===== src/hw/rtl/sapq_pkg.sv =====
// Shared types, constants and control structs of the stable arrival priority queue.
package sapq_pkg;

    localparam int QUEUE_DEPTH_DEF = 128;

    localparam logic [1:0] ST_INSERTED = 2'd0;
    localparam logic [1:0] ST_SERVED   = 2'd1;
    localparam logic [1:0] ST_FULL     = 2'd2;
    localparam logic [1:0] ST_EMPTY    = 2'd3;

    localparam logic OP_INSERT = 1'b0;
    localparam logic OP_SERVE  = 1'b1;

    typedef struct packed {
        logic        operation;
        logic [53:0] buyer_id;
        logic [10:0] arrival_minute;
        logic [31:0] item_code;
    } t_in;

    typedef struct packed {
        logic [1:0]  status;
        logic [53:0] served_buyer;
        logic [10:0] served_arrival;
        logic [31:0] served_item;
        logic [7:0]  occupancy;
    } t_out;

    typedef struct packed {
        logic [53:0] buyer;
        logic [10:0] arrival;
        logic [31:0] item;
    } t_entry;

    typedef enum logic [2:0] {
        S_IDLE,
        S_SCAN,
        S_SCAN_DRAIN,
        S_SHIFT_INIT,
        S_SHIFT,
        S_SHIFT_DRAIN,
        S_FINISH
    } t_state;

    typedef struct packed {
        logic accept_insert;
        logic accept_serve;
        logic scan_issue;
        logic shift_init;
        logic shift_issue;
        logic finish;
    } t_cmd;

    typedef struct packed {
        logic empty;
        logic scan_last;
        logic shift_none;
        logic shift_last;
    } t_sts;

endpackage


===== src/hw/rtl/sapq_ctrl.sv =====
// Controller state machine: sequences insert, scan for minimum, shift-down and finish.
module sapq_ctrl (
    input  logic            i_clk,
    input  logic            i_rst_n,
    input  logic            i_start,
    input  logic            i_op,
    input  sapq_pkg::t_sts  i_sts,
    output sapq_pkg::t_cmd  o_cmd,
    output logic            o_busy
);

    sapq_pkg::t_state r_state;
    sapq_pkg::t_state n_state;

    always_ff @(posedge i_clk) begin
        if (!i_rst_n) begin
            r_state <= sapq_pkg::S_IDLE;
        end else begin
            r_state <= n_state;
        end
    end

    always_comb begin
        n_state = r_state;
        case (r_state)
            sapq_pkg::S_IDLE: begin
                if (i_start && (i_op == sapq_pkg::OP_SERVE) && !i_sts.empty) begin
                    n_state = sapq_pkg::S_SCAN;
                end
            end
            sapq_pkg::S_SCAN: begin
                if (i_sts.scan_last) begin
                    n_state = sapq_pkg::S_SCAN_DRAIN;
                end
            end
            sapq_pkg::S_SCAN_DRAIN: begin
                n_state = sapq_pkg::S_SHIFT_INIT;
            end
            sapq_pkg::S_SHIFT_INIT: begin
                n_state = i_sts.shift_none ? sapq_pkg::S_FINISH : sapq_pkg::S_SHIFT;
            end
            sapq_pkg::S_SHIFT: begin
                if (i_sts.shift_last) begin
                    n_state = sapq_pkg::S_SHIFT_DRAIN;
                end
            end
            sapq_pkg::S_SHIFT_DRAIN: begin
                n_state = sapq_pkg::S_FINISH;
            end
            sapq_pkg::S_FINISH: begin
                n_state = sapq_pkg::S_IDLE;
            end
            default: begin
                n_state = sapq_pkg::S_IDLE;
            end
        endcase
    end

    always_comb begin
        o_cmd  = '0;
        o_busy = 1'b1;
        case (r_state)
            sapq_pkg::S_IDLE: begin
                o_busy              = 1'b0;
                o_cmd.accept_insert = i_start && (i_op == sapq_pkg::OP_INSERT);
                o_cmd.accept_serve  = i_start && (i_op == sapq_pkg::OP_SERVE);
            end
            sapq_pkg::S_SCAN: begin
                o_cmd.scan_issue = 1'b1;
            end
            sapq_pkg::S_SHIFT_INIT: begin
                o_cmd.shift_init = 1'b1;
            end
            sapq_pkg::S_SHIFT: begin
                o_cmd.shift_issue = 1'b1;
            end
            sapq_pkg::S_FINISH: begin
                o_cmd.finish = 1'b1;
            end
            default: begin
                o_cmd = '0;
            end
        endcase
    end

endmodule


===== config.mk =====
export PLATFORM = sky130hd
export DESIGN_NAME = sapq_ctrl
export DESIGN_NICKNAME = d
export VERILOG_FILES = /design/src/hw/rtl/sapq_pkg.sv /design/src/hw/rtl/sapq_ctrl.sv
export SDC_FILE = /design/constraint.sdc
export NUM_CORES = 1
export LEC_CHECK = 0
export BUFFER_PORTS_ARGS = -buffer_cell sky130_fd_sc_hd__buf_2
export CAP_MARGIN = 20
export CORE_AREA = 5 5 42 44
export CTS_BUF_LIST = sky130_fd_sc_hd__clkbuf_2
export CTS_CLUSTER_SIZE = 20
export DETAILED_ROUTE_END_ITERATION = 10
export DIE_AREA = 0 0 47 49
export GPL_TIMING_DRIVEN = 0
export SYNTH_ARGS = -nofsm -noshare
export SYNTH_HDL_FRONTEND = slang
export SYNTH_SLANG_ARGS = --single-unit

===== constraint.sdc =====
create_clock -name i_clk -period 1.7 [get_ports i_clk]
set_input_delay 0.34 -clock i_clk [delete_from_list [all_inputs] [get_ports i_clk]]
set_output_delay 0.34 -clock i_clk [all_outputs]
set_load 0.1 [all_outputs]

==> key figures <==
Outcome
  – Status: complete, no violations

Floorplanning
  – Rows: 14
  – I/O pins: 15
  – Initial Utilization: ~16%
  – Die footprint: about 2300 um^2
  – Horiz. Die Dim: about 47 um
  – Die height: ~49 um
  – Core area: ~1400 um^2

Synth
  – Yosys top cell area share: 26.52%
  – Top post-synthesis cells by area: dfxtp_1 (27%), buf_6 (9.9%), o21a_1 (9.9%)
  – Synth Instances: 28
  – Post-synthesis sequential area ratio: between 20% and 30%
  – Post-Syn Nets: 36
  – Cell variety after synth: 16
  – Mapped Avg Cell Area: between 8 and 9 um^2
  – Synth area leader: dfxtp_1
  – Yosys warns: 0
  – Netlist Area Pre-Place: between 200 and 250 um^2
  – Register bit total from synthesis: 3

Routing
  – WL final: around 580 um
  – Antenna viol nets, final: 0
  – First-pass iteration count of the detailed router: 1
  – Via count: 250
  – DR WL/cell: 9.419 um
  – Number of remaining DRC errors: 0
  – Routed vias/inst: 4.032
  – Initial DRC Count: 0

Clock network
  – CTS max path bufs: 2
  – CTS tree: yes
  – Clock root buffer: clkbuf_2
  – Hold_buf cts: 0
  – Setup bufs post-CTS: 0
  – Sink Count: 3
  – Num CTS Buffers: 3
  – Worst-skew pair later-pin latency: ~0.21 ns
  – Worst-path clk slew: 0.05 ns
  – CTS H-tree lvls: 1
  – # resized after CTS: 4

Critical path
  – Crit. End Element: output pin
  – CP arrival: around 1.3 ns
  – Kind of critical path: reg2out
  – Largest fanout on the critical path: 9
  – Required time worst endpoint: around 1.4 ns
  – Crit start category: flip-flop

STA
  – Final Hold Viols: 0
  – RSZ-0062 raised after global routing: no
  – Slew headroom: between 60 and 70%
  – Fin crit period: about 1.6 ns
  – Final slew viol count: 0
  – Fmax: a little over 0.6 GHz
  – Final Cycle Share: 96.25%
  – Worst hold slack: around 0.37 ns
  – Clk_skew: about 0.00018 ns
  – Worst slew pin tran: between 0.4 and 0.5 ns
  – # setup viols final: 0

Layout
  – Final Core Density: between 20% and 30%
  – Biggest regs: r_state x3
  – Final instance area: between 300 and 400 um^2
  – Layout area overhead: 67.40%
  – Share of cells above drive strength 1: 54.35%
  – FILL cells: roughly 170
  – Biggest register: r_state
  – Largest register FFs: 3
  – Final std cells w/o fill: 62
  – Nets@finish: 55
  – # diodes: 0

GRT
  – Total gr overflow: 0
  – Vias in the first global route: 242
  – Initial antenna violation count: 0
  – First-pass GRT wire length: roughly 1000 um
  – Largest net degree at the start of global routing: 10
  – GRT Total Usage: 6.474%

Min path
  – HP Class: in2reg

Placement
  – DP Cell Count: 58
  – Placer congestion estimate: about 0.58
  – Detailed Place HPWL: about 440 um
  – DP Area: roughly 330 um^2
  – PortBufs: 14

Power and ir drop
  – P_leak: 0.1968 nW
  – Clock network power share: between 20% and 30%
  – Sequential power share: between 20% and 30%
  – Pint: between 0.15 and 0.2 mW
  – P per Cell Area: a little over 900 nW/um^2
  – Total net switching power: 0.1650 mW
  – Post-layout total power: around 0.35 mW
  – Sw Ratio: between 40% and 50%
  – Comb pwr share: roughly 47%
  – Max VDD drop: 0.3678 mV

Run
  – Maxcap violations: 0
layer usage:
metal	GRT usage, %	routed length, um	vias to the layer above
li1	-	-	131
met1	7.237	213	107
met2	7.466	288	10
met3	1.845	59	2
met4	9.677	22	0
met5	0	0	-
final cells by class:
| cell class | instances | area, um^2 | area share [%] |
|---|---|---|---|
| Clock buffer | 4 | 20.02 | 5.281 |
| Buffer | 2 | 22.52 | 5.941 |
| Sequential cell | 3 | 60.06 | 15.84 |
| Tap cell | 16 | 20.02 | 5.281 |
| Timing Repair Buffer | 14 | 97.59 | 25.74 |
| Multi-Input combinational cell | 22 | 155.1 | 40.92 |
| Inverter | 1 | 3.754 | 0.9901 |
stage by stage:
stage | TNS (ns) | setup WS, ns
floorplan | -0.3246 | -0.3246
global placement | 0 | 0.1160
detailed placement | 0 | 0.09259
CTS | 0 | 0.01134
global route | 0 | 0.002794
finish | 0 | 0.06380
Yosys cell counts (all sizes together):
master and count:
nor2 4, dfxtp 3, nand2 3, o21a 3, and3 2, buf 2
nor2b 2, nor3b 2, o21ai 2, and2 1, and3b 1, inv 1
nor3 1, o2bb2ai 1
power groups by stage:
stage | Sequential, mW | Clock [mW] | Combinational [mW]
3_3_place_gp | 0.0836 | 0 | 0.152
2_1_floorplan | 0.0821 | 0 | 0.128
6_report | 0.0823 | 0.103 | 0.164
5_1_grt | 0.0830 | 0.111 | 0.173
4_1_cts | 0.0823 | 0.108 | 0.159
3_5_place_dp | 0.0837 | 0 | 0.153
cells in the final DEF (no fill, tap or decap), types with 2 or more instances in the layout:
cell      n
buf_2     9
nand2_1   3
buf_8     2
nor2_1    2
buf_6     2
dfxtp_1   3
o21a_1    3
clkbuf_2  4
nor2b_1   2
clkbuf_4  3
worst max-delay path: stages, from the launching register on:
cell     delay [ns]
dfxtp_1        0.30
buf_6          0.13
nor3_4         0.23
and3_2         0.23
buf_8          0.20
path summary, 6_finish.rpt:
| check | start | endpoint | slack (ns) | cells after the start |
|---|---|---|---|---|
| max | r_state[2] | o_cmd[4] | 0.06 | 4 |
| min | i_rst_n | r_state[2] | 0.37 | 2 |
| max reg2reg | r_state[2] | r_state[0] | 0.66 | 4 |
| min reg2reg | r_state[1] | r_state[1] | 0.68 | 3 |
kinds of logic after synthesis:
family | after synthesis | synth area share (%)
and+or+nand+nor | 16 | 43.65
AOI/OAI and AO/OA | 6 | 18.23
DFF | 3 | 26.52
buffers and inverters | 3 | 11.60
(Power assumes the default switching activity.)
